<file path="config.mk">
export PLATFORM = sky130hd
export DESIGN_NAME = ternary_packed_dot_product_top_flat
export DESIGN_NICKNAME = d
export VERILOG_FILES = /design/src/tpdp_pkg.sv /design/src/tpdp_in_if.sv /design/src/tpdp_out_if.sv /design/src/ternary_packed_dot_product_top.sv /design/src/flat_wrapper.sv
export SDC_FILE = /design/constraint.sdc
export NUM_CORES = 1
export LEC_CHECK = 0
export BUFFER_PORTS_ARGS = -buffer_cell sky130_fd_sc_hd__buf_2
export CAP_MARGIN = 20
export CORE_MARGIN = 2
export CORE_UTILIZATION = 45
export DETAILED_ROUTE_END_ITERATION = 10
export SYNTH_ARGS = -nofsm -noshare
export SYNTH_HDL_FRONTEND = slang
export SYNTH_SLANG_ARGS = --single-unit
</file>
<file path="constraint.sdc">
create_clock -name i_clk -period 15.2 [get_ports i_clk]
set_input_delay 1.52 -clock i_clk [delete_from_list [all_inputs] [get_ports i_clk]]
set_output_delay 1.52 -clock i_clk [all_outputs]
set_load 0.01 [all_outputs]
</file>
<file path="src/tpdp_pkg.sv">
// ----------------------------------------------------------------------------
// tpdp_pkg
// Shared widths, constants and the base-3 digit decode for the ternary
// packed dot product.
// ----------------------------------------------------------------------------
`default_nettype none

package tpdp_pkg;

    localparam int unsigned BYTE_W    = 8;
    localparam int unsigned ACT_W     = 8;
    localparam int unsigned COUNT_W   = 3;
    localparam int unsigned ACC_W     = 17;
    localparam int unsigned NUM_TRITS = 5;
    localparam int unsigned TRIT_W    = 2;
    localparam int unsigned POW_W     = 7;
    localparam int unsigned PROD_W    = BYTE_W + POW_W;
    localparam int unsigned TERM_W    = ACT_W + 1;
    // five terms of up to +/-128 each
    localparam int unsigned SUM_W     = TERM_W + 3;

    typedef logic [TRIT_W-1:0]        t_trit;
    typedef logic signed [ACT_W-1:0]  t_act;
    typedef logic signed [ACC_W-1:0]  t_acc;

    localparam t_trit TRIT_NEG  = 2'd0;
    localparam t_trit TRIT_ZERO = 2'd1;
    localparam t_trit TRIT_POS  = 2'd2;

    localparam logic [POW_W-1:0] POW3 [NUM_TRITS] = '{7'd1, 7'd3, 7'd9, 7'd27, 7'd81};

    // Digit k of the packed byte: ((byte * 3^k) mod 256) * 3 >> 8.
    function automatic t_trit decode_trit(
        input logic [BYTE_W-1:0] wbyte,
        input logic [2:0]        k
    );
        logic [PROD_W-1:0] prod;
        logic [BYTE_W-1:0] q;
        logic [BYTE_W+1:0] q3;
        prod = PROD_W'(wbyte) * PROD_W'(POW3[k]);
        q    = prod[BYTE_W-1:0];
        q3   = {2'b00, q} + {1'b0, q, 1'b0};
        return q3[BYTE_W+1:BYTE_W];
    endfunction

endpackage

`default_nettype wire

</file>
<file path="src/tpdp_in_if.sv">
// ----------------------------------------------------------------------------
// tpdp_in_if
// Input channel: one packed weight byte, its activations and control bits.
// ----------------------------------------------------------------------------
`default_nettype none

interface tpdp_in_if;
    import tpdp_pkg::*;

    logic                valid;
    logic                ready;
    logic [BYTE_W-1:0]   weight_byte;
    t_act                act_zero;
    t_act                act_one;
    t_act                act_two;
    t_act                act_three;
    t_act                act_four;
    logic [COUNT_W-1:0]  trit_count;
    logic                block_end;

    modport source (
        output valid, weight_byte, act_zero, act_one, act_two, act_three, act_four,
               trit_count, block_end,
        input  ready
    );

    modport sink (
        input  valid, weight_byte, act_zero, act_one, act_two, act_three, act_four,
               trit_count, block_end,
        output ready
    );
endinterface

`default_nettype wire

</file>
<file path="src/tpdp_out_if.sv">
// ----------------------------------------------------------------------------
// tpdp_out_if
// Output channel: one signed block sum per beat.
// ----------------------------------------------------------------------------
`default_nettype none

interface tpdp_out_if;
    import tpdp_pkg::*;

    logic valid;
    logic ready;
    t_acc block_dot;

    modport source (
        output valid, block_dot,
        input  ready
    );

    modport sink (
        input  valid, block_dot,
        output ready
    );
endinterface

`default_nettype wire

</file>
<file path="src/ternary_packed_dot_product_top.sv">
// ----------------------------------------------------------------------------
// ternary_packed_dot_product_top
// Base-3 packed ternary weight dot product with per-block integer sums.
// ----------------------------------------------------------------------------
// Usage:
//   i_in carries one beat per packed weight byte: the byte, the five signed
//   activations its digits pair with, the digit count (5 or 4) and block_end.
//   o_out carries one signed 17-bit block sum per beat marked block_end; the
//   sum includes that beat, and the accumulator restarts at zero after it.
//   Throughput is one input beat per cycle while no block_end beat waits on a
//   stalled result register. A beat is captured in an input register, and
//   the digit decode, five-term add and accumulate run from it into the
//   result register, which drives the block sum on o_out.
//   Reset clears the accumulator and both valid flags.
//   When the receiver stalls, the result register holds its sum. Beats
//   without block_end keep flowing into the accumulator; a block_end beat
//   waits in the input register until the result register frees up, and
//   i_in.ready drops behind it.
// ----------------------------------------------------------------------------
`default_nettype none

module ternary_packed_dot_product_top (
    input  wire         i_clk,
    input  wire         i_rst_n,
    tpdp_in_if.sink     i_in,
    tpdp_out_if.source  o_out
);
    import tpdp_pkg::*;

    // input register
    logic               r_s1_valid;
    logic [BYTE_W-1:0]  r_s1_byte;
    t_act               r_s1_act [NUM_TRITS];
    logic [COUNT_W-1:0] r_s1_count;
    logic               r_s1_end;

    // accumulator and result register
    t_acc               r_acc;
    logic               r_out_valid;
    t_acc               r_out_dot;

    logic               s1_fire;
    logic               in_fire;
    logic signed [SUM_W-1:0] byte_sum;
    t_acc               acc_sum;

    // a block_end beat needs a free result register; other beats never wait
    assign s1_fire  = r_s1_valid && (!r_s1_end || !r_out_valid || o_out.ready);
    assign i_in.ready = !r_s1_valid || s1_fire;
    assign in_fire  = i_in.valid && i_in.ready;

    always_comb begin
        logic signed [TERM_W-1:0] a9;
        t_trit                    trit;
        byte_sum = '0;
        for (int k = 0; k < NUM_TRITS; k++) begin
            a9   = {r_s1_act[k][ACT_W-1], r_s1_act[k]};
            trit = decode_trit(r_s1_byte, 3'(k));
            if (r_s1_count > 3'(k)) begin
                unique case (trit)
                    TRIT_NEG: byte_sum = byte_sum - SUM_W'(a9);
                    TRIT_POS: byte_sum = byte_sum + SUM_W'(a9);
                    default:  byte_sum = byte_sum;
                endcase
            end
        end
        acc_sum = r_acc + {{(ACC_W-SUM_W){byte_sum[SUM_W-1]}}, byte_sum};
    end

    always_ff @(posedge i_clk) begin
        if (!i_rst_n) begin
            r_s1_valid <= 1'b0;
        end else if (in_fire) begin
            r_s1_valid <= 1'b1;
        end else if (s1_fire) begin
            r_s1_valid <= 1'b0;
        end
    end

    always_ff @(posedge i_clk) begin
        if (in_fire) begin
            r_s1_byte   <= i_in.weight_byte;
            r_s1_act[0] <= i_in.act_zero;
            r_s1_act[1] <= i_in.act_one;
            r_s1_act[2] <= i_in.act_two;
            r_s1_act[3] <= i_in.act_three;
            r_s1_act[4] <= i_in.act_four;
            r_s1_count  <= i_in.trit_count;
            r_s1_end    <= i_in.block_end;
        end
    end

    always_ff @(posedge i_clk) begin
        if (!i_rst_n) begin
            r_acc       <= '0;
            r_out_valid <= 1'b0;
        end else begin
            if (s1_fire) begin
                r_acc <= r_s1_end ? '0 : acc_sum;
            end
            if (s1_fire && r_s1_end) begin
                r_out_valid <= 1'b1;
            end else if (o_out.ready) begin
                r_out_valid <= 1'b0;
            end
        end
    end

    always_ff @(posedge i_clk) begin
        if (s1_fire && r_s1_end) begin
            r_out_dot <= acc_sum;
        end
    end

    assign o_out.valid     = r_out_valid;
    assign o_out.block_dot = r_out_dot;

endmodule

`default_nettype wire

</file>
<file path="src/flat_wrapper.sv">
// flat-port wrapper written by rule: the top's interface ports become plain ports
module ternary_packed_dot_product_top_flat import tpdp_pkg::*;
  (i_clk, i_rst_n, i_in_valid, i_in_weight_byte, i_in_act_zero, i_in_act_one, i_in_act_two, i_in_act_three, i_in_act_four, i_in_trit_count, i_in_block_end, i_in_ready, o_out_valid, o_out_block_dot, o_out_ready);
  tpdp_in_if i_in_i ();
  tpdp_out_if o_out_i ();
  input  wire i_clk;
  input  wire i_rst_n;
  input wire logic [$bits(i_in_i.valid)-1:0] i_in_valid;
  input wire logic [$bits(i_in_i.weight_byte)-1:0] i_in_weight_byte;
  input wire logic [$bits(i_in_i.act_zero)-1:0] i_in_act_zero;
  input wire logic [$bits(i_in_i.act_one)-1:0] i_in_act_one;
  input wire logic [$bits(i_in_i.act_two)-1:0] i_in_act_two;
  input wire logic [$bits(i_in_i.act_three)-1:0] i_in_act_three;
  input wire logic [$bits(i_in_i.act_four)-1:0] i_in_act_four;
  input wire logic [$bits(i_in_i.trit_count)-1:0] i_in_trit_count;
  input wire logic [$bits(i_in_i.block_end)-1:0] i_in_block_end;
  output wire logic [$bits(i_in_i.ready)-1:0] i_in_ready;
  output wire logic [$bits(o_out_i.valid)-1:0] o_out_valid;
  output wire logic [$bits(o_out_i.block_dot)-1:0] o_out_block_dot;
  input wire logic [$bits(o_out_i.ready)-1:0] o_out_ready;
  assign i_in_i.valid = i_in_valid;
  assign i_in_i.weight_byte = i_in_weight_byte;
  assign i_in_i.act_zero = i_in_act_zero;
  assign i_in_i.act_one = i_in_act_one;
  assign i_in_i.act_two = i_in_act_two;
  assign i_in_i.act_three = i_in_act_three;
  assign i_in_i.act_four = i_in_act_four;
  assign i_in_i.trit_count = i_in_trit_count;
  assign i_in_i.block_end = i_in_block_end;
  assign i_in_ready = i_in_i.ready;
  assign o_out_valid = o_out_i.valid;
  assign o_out_block_dot = o_out_i.block_dot;
  assign o_out_i.ready = o_out_ready;
  ternary_packed_dot_product_top u_core (.i_clk(i_clk), .i_rst_n(i_rst_n), .i_in(i_in_i), .o_out(o_out_i));
endmodule
</file>
==> results of run 1 <==
Yosys cell counts (all sizes together) (5+ instances only):
master,count
dfxtp,19
fa,13
o31ai,6
xor2,44
a31oi,10
o21a,8
nand3,16
or2,6
nand2b,6
nor2b,25
nor4,5
inv,68
a21o,20
mux2,38
o21ai,35
xnor2,65
buf,6
clkbuf,8
mux2i,6
a21oi,72
ha,120
a22oi,13
or3,6
o21bai,14
o211ai,6
nand2,45
and3,6
nor3,21
nor2,65
edfxtp,69
a211oi,6
worst register-to-register path: cells and delay by family (launching register included):
family / cells / cell delay [ps]
xor gates and xnor gates: 9 / 1760
and+or+nand+nor: 6 / 790
adders and majority gates: 8 / 2810
DFF: 1 / 550
muxes: 4 / 1170
AOI/OAI and AO/OA: 20 / 4290
state kept, by name (all words and copies together), names as in the netlist:
register	cells
u_core.r_acc	17
u_core.r_s1_byte	8
u_core.r_s1_valid	1
u_core.r_s1_count	3
u_core.o_out.valid	1
u_core.r_s1_end	1
u_core.o_out.block_dot	17
u_core.r_s1_act	40
placed cells by master, fill, tap and decap left out, drive strengths merged, types with 8 or more instances in the layout:
| cell | synthesis | final |
|---|---|---|
| ha | 120 | 120 |
| buf | 6 | 77 |
| a21oi | 72 | 72 |
| inv | 68 | 72 |
| edfxtp | 69 | 69 |
| nor2 | 65 | 65 |
| xnor2 | 65 | 65 |
| nand2 | 45 | 45 |
| xor2 | 44 | 44 |
| mux2 | 38 | 38 |
| o21ai | 35 | 35 |
| nor2b | 25 | 25 |
| nor3 | 21 | 21 |
| a21o | 20 | 20 |
| dfxtp | 19 | 19 |
| nand3 | 16 | 16 |
| o21bai | 14 | 14 |
| a22oi | 13 | 13 |
| fa | 13 | 13 |
| a31oi | 10 | 10 |
| clkbuf | 8 | 9 |
| o21a | 8 | 8 |
cell families after synthesis:
family | count (synthesis) | share of synthesized area (%)
and+or+nand+nor | 217 | 12.5
AOI/OAI and AO/OA | 218 | 16.6
buffers and inverters | 82 | 3.93
adders and majority gates | 134 | 20.6
muxes | 44 | 5.73
DFF | 88 | 28.6
xor gates and xnor gates | 109 | 12.0
final cells by class:
cell class	count	share of cell area, %
multi-input combinational	722	61.1
sequential	88	25.8
timing repair buffer	77	4.13
tap	234	3.08
inverter	68	2.68
clock buffer	9	2.37
clock inverter	7	0.855
metal layers:
layer / vias to the layer above / share of wire, % / wire length (microns) / GRT usage [%]
met5: - / 0 / 0 / 0
met4: 0 / 1.9 / 346 / 5.53
met3: 20 / 3.7 / 682 / 3.70
met2: 102 / 44 / 8160 / 29.8
met1: 2980 / 51 / 9470 / 27.4
li1: 3388 / - / - / -
stage by stage:
step / area (sq um) / std cells
floorplan: 8590 / 892
global placement: 9210 / 1189
detailed placement: 9210 / 1189
CTS: 9510 / 1205
global route: 9510 / 1205
finish: 9510 / 1205
worst paths after layout:
| check | from | slack (ps) | cells after the start | endpoint |
|---|---|---|---|---|
| setup / recovery | u_core.r_s1_byte[1]$_DFFE_PP_ | 3730 | 47 | u_core.r_acc[16]$_SDFFE_PN0P_ |
| hold / removal | u_core.r_acc[0]$_SDFFE_PN0P_ | 480 | 2 | u_core.r_acc[0]$_SDFFE_PN0P_ |
| setup reg to reg | u_core.r_s1_byte[1]$_DFFE_PP_ | 3730 | 47 | u_core.r_acc[16]$_SDFFE_PN0P_ |
| hold reg to reg | u_core.r_acc[0]$_SDFFE_PN0P_ | 480 | 2 | u_core.r_acc[0]$_SDFFE_PN0P_ |
==> out/metrics.cfg, run 1 <==
[run_status]
outcome=finished clean

[yosys]
ys.flop_type=edfxtp_1
ys_ff_latch=88
synth_top_area_cell=edfxtp_1
syn_inst=892
yosysUniqueCellTypes=72
synth_area_leaders=edfxtp_1 (24%), ha_1 (17%), xnor2_1 (5.8%)
yosysTopAreaCellShare_pct=24.1
yosys_warnings=0
syn-num-nets=1081
synth-seq-area-share_pct=28.6
synth_area_sq_um=8590
synthArstFlopShare_pct=0
synth_edf_count=69
synth.avg_cell_area_sq_um=9.63

[finish]
finalCoreUtilization_pct=50.9
nNetsFinal=1155
n_antenna_cell=0
final-seq-area_sq_um=2450
multi_input_area_sq_um=5810
layout-drive-gt1-share_pct=16.3
synthToLayoutAreaGrowth_pct=10.8
fillCellCount=1719

[sta]
clock_skew_ps=14.6
slew_headroom_pct=35.9
slew_viol_final=0
worst_slack_ps=3730
tightest_slew_ps=957
setup_violations=0
hold_viol=0
hold_ws_ps=480
tns_ps=0
min_period_ps=11470
rsz0062_at_grt=false
clock.fmax_mhz=87.2
min_period_over_period_pct=75.5

[critical_path]
cp.arrival_ps=11730
worstSetupPathType=reg2reg
crit_buf_inv=0
cp-end-kind=register
cp.required_ps=15460
path_delay_family=compound AO/OA/AOI/OAI gates
critPathSlowestCell=edfxtp_1
crit_path_start_kind=register
slowest_delay_ps=550
crit_fanout=9

[clocking]
cts.clk_slew.worst_paths_ps=80
holdBufCountCts=0
numClockSinks=88
cts_setup_buffers=0
cts_root_buffer=clkbuf_16
ctsHtreeMaxLevel=3
postCtsResizedCells=0
numCtsBuffers=9
clockBufferDepth=2
insertion_delay_ps=370
cts_tree=yes

[routing]
wl_per_cell_microns=15.5
wl_microns=18700
viasPerCell=5.39
firstDrtPassIters=5
drt_first_iter_violations=328
vias=6490
ant_nets=0
drc_errors=0

[placed_design]
place.gp.congestion=0.877
dpl.hpwl_microns=15000
dp_slack_ps=3790
io_buffers=74

[global_routing]
grt_start_max_net_pins=29
grt_pass1_wl_microns=30900
antenna_found_initial=0
grtUsageTotal_pct=19.3
overflow=0
grt_pass1_vias=6238

[flow_run]
maxCapViolCount=0

[floorplanning]
core-area_sq_um=18700
dieArea_sq_um=20200
chipHeight_microns=142
num_io_pins=75
num_rows=50
die_w_microns=142
initial_utilization_pct=45.9

[worst_hold_path]
hold_class=reg2reg

Power of run 1 is not shown: default switching activity piles up to over one toggle a cycle in this logic, so the estimate is an artifact.
==> inputs of run 2 (changes only) <==
--- a/config.mk
+++ b/config.mk
@@ -10,6 +10,7 @@
 export CORE_MARGIN = 2
 export CORE_UTILIZATION = 45
 export DETAILED_ROUTE_END_ITERATION = 10
+export PLACE_DENSITY = 0.65
 export SYNTH_ARGS = -nofsm -noshare
 export SYNTH_HDL_FRONTEND = slang
 export SYNTH_SLANG_ARGS = --single-unit
==> constraint.sdc (replaced) <==
create_clock -name i_clk -period 10.36 [get_ports i_clk]
set_input_delay 1.036 -clock i_clk [delete_from_list [all_inputs] [get_ports i_clk]]
set_output_delay 1.036 -clock i_clk [all_outputs]
set_load 0.01 [all_outputs]
==> run 2 against run 1 <==
Compared with the run above:
- first-iteration DRC count is 5.5% lower
- cell count is 3.2% higher
- clock skew is 4.7 ps lower
- maximum frequency is 15% higher
- wire length is 4.4% higher
- count of clock-buffer cells in the layout stayed put
- non-clock buffer count is 38 higher
- via count is 3.8% higher
- sequential share of layout area is 1.8 points lower
- setup slack worse by 3300 ps
- critical endpoint unchanged
==> out/metrics.cfg, run 2 (synthesized netlist as in run 1, its figures left out) <==
[floorplanning]
num_rows=50  ; unchanged
core-area_sq_um=18700  ; unchanged
chipHeight_microns=142  ; unchanged
die_w_microns=142  ; unchanged
num_io_pins=75  ; unchanged
dieArea_sq_um=20200  ; unchanged
initial_utilization_pct=45.9  ; unchanged

[sta]
min_period_ps=9960  ; -1510 ps
hold_viol=0  ; unchanged
slew_headroom_pct=31.1  ; -4.8 points
tns_ps=0  ; unchanged
hold_ws_ps=473  ; -6.96 ps
setup_violations=0  ; unchanged
min_period_over_period_pct=96.2  ; +21 points
clock.fmax_mhz=100  ; +15%
slew_viol_final=0  ; unchanged
tightest_slew_ps=1030  ; +76.0 ps
clock_skew_ps=9.90  ; -4.68 ps
worst_slack_ps=398  ; -3330 ps

[routing]
wl_microns=19500  ; +4.4%
vias=6737  ; +3.8%
wl_per_cell_microns=15.7  ; +1.2%
viasPerCell=5.42  ; +0.63%
firstDrtPassIters=4  ; -1
drc_errors=0  ; unchanged
ant_nets=0  ; unchanged
drt_first_iter_violations=310  ; -5.5%

[placed_design]
dp_slack_ps=-156  ; -3950 ps
place.gp.congestion=0.939  ; +7.2%
io_buffers=74  ; unchanged
dpl.hpwl_microns=15100  ; +0.30%

[finish]
nNetsFinal=1193  ; +3.3%
largest_register_ffs=40  ; unchanged
fillCellCount=1657  ; -3.6%
n_antenna_cell=0  ; unchanged
final_cell_mix=ha_1 (103), buf_2 (74), edfxtp_1 (69)
layout-drive-gt1-share_pct=25.5  ; +9.2 points
final_common_cell=ha_1
final-seq-area_sq_um=2450  ; unchanged
regMostFlops=u_core.r_s1_act
synthToLayoutAreaGrowth_pct=19.2
multi_input_area_sq_um=6250  ; +7.5%

[worst_hold_path]
hold_class=reg2reg

[critical_path]
crit_path_frequent_cell=a21oi_2
rr_worst_depth=52  ; +11%
slowest_delay_ps=490  ; -60 ps
rr_endpoint=u_core.r_acc[16]$_SDFFE_PN0P_
r2r-start=u_core.r_s1_byte[1]$_DFFE_PP_
cp-end-kind=register
crit_path_start_kind=register
startpoint=u_core.r_s1_byte[1]$_DFFE_PP_
r2r_setup_slack_ps=400  ; -3330 ps
crit_buf_inv=4  ; +4
worstSetupPathType=reg2reg
critPathSlowestCell=edfxtp_1
cp.required_ps=10620  ; -4840 ps
path_depth=52  ; +11%
cp.arrival_ps=10220  ; -1510 ps
path_delay_family=compound AO/OA/AOI/OAI gates
endpoint=u_core.r_acc[16]$_SDFFE_PN0P_
crit_fanout=5  ; -4

[global_routing]
grt_pass1_wl_microns=30900  ; +0.11%
antenna_found_initial=0  ; unchanged
overflow=0  ; unchanged
grt_pass1_vias=6451  ; +3.4%
grt_start_max_net_pins=28  ; -3.4%
grtUsageTotal_pct=19.3  ; about the same

[clocking]
insertion_delay_ps=360  ; about the same
numClockSinks=88  ; unchanged
numCtsBuffers=9  ; unchanged
cts_root_buffer=clkbuf_16
clockBufferDepth=2  ; unchanged
cts.clk_slew.worst_paths_ps=80  ; about the same
cts_tree=yes
ctsHtreeMaxLevel=3  ; unchanged
holdBufCountCts=0  ; unchanged

[run_status]
outcome=finished clean

[flow_run]
maxCapViolCount=0  ; unchanged

## run 2: per-stage QoR
step,util (%),cells,area [sq um]
6_report,54.7,1243,10200
5_1_grt,54.7,1243,10200
4_1_cts,52.1,1234,9750
3_5_place_dp,50.3,1216,9410
3_3_place_gp,50.3,1216,9410
2_1_floorplan,-,892,8590
## run 2: timing repair
action / CTS / global route
setup buffers: 2 / 10
pin swaps: 2 / 32
setup endpoints to repair: 2 / 7
gates resized for setup: 6 / 73
cloned: 0 / 0
## run 2: per-layer routing
| layer | part of all wire, % | GRT usage (%) | up-vias |
|---|---|---|---|
| met3 | 2.7 | 3.10 | 33 |
| met2 | 47 | 31.6 | 113 |
| met4 | 2.5 | 6.16 | 0 |
| li1 | - | - | 3468 |
| met5 | 0 | 0 | - |
| met1 | 48 | 26.0 | 3123 |
## run 2: layout make-up
cell class                 instances  area share (%)
multi-input combinational        722            61.0
sequential                        88            24.0
timing repair buffer             115            6.77
tap                              234            2.86
inverter                          68            2.49
clock buffer                       9            2.20
clock inverter                     7           0.697
## run 2: how the worst min path moves through the flow
stage / from / slack, ps / cells past startpoint / end
6_report: u_core.r_acc[0]$_SDFFE_PN0P_ / 470 / 2 / u_core.r_acc[0]$_SDFFE_PN0P_
5_1_grt: u_core.r_acc[0]$_SDFFE_PN0P_ / 490 / 2 / u_core.r_acc[0]$_SDFFE_PN0P_
4_1_cts: u_core.r_acc[0]$_SDFFE_PN0P_ / 480 / 2 / u_core.r_acc[0]$_SDFFE_PN0P_
3_5_place_dp: u_core.r_acc[0]$_SDFFE_PN0P_ / 470 / 2 / u_core.r_acc[0]$_SDFFE_PN0P_
3_3_place_gp: u_core.r_acc[0]$_SDFFE_PN0P_ / 460 / 2 / u_core.r_acc[0]$_SDFFE_PN0P_
2_1_floorplan: u_core.r_acc[0]$_SDFFE_PN0P_ / 450 / 2 / u_core.r_acc[0]$_SDFFE_PN0P_
## run 2: worst register-to-register path: cells and delay by family, from the launching register on
| family | cells | cell delay (ps) |
|---|---|---|
| AND/OR/NAND/NOR | 8 | 860 |
| XOR/XNOR | 9 | 1310 |
| adder cells (fa/ha/maj) | 8 | 2280 |
| buffers and inverters | 4 | 550 |
| flip-flops | 1 | 490 |
| AO/OA/AOI/OAI | 21 | 3700 |
| multiplexers | 2 | 630 |
Power of run 2 is left out for the same reason.
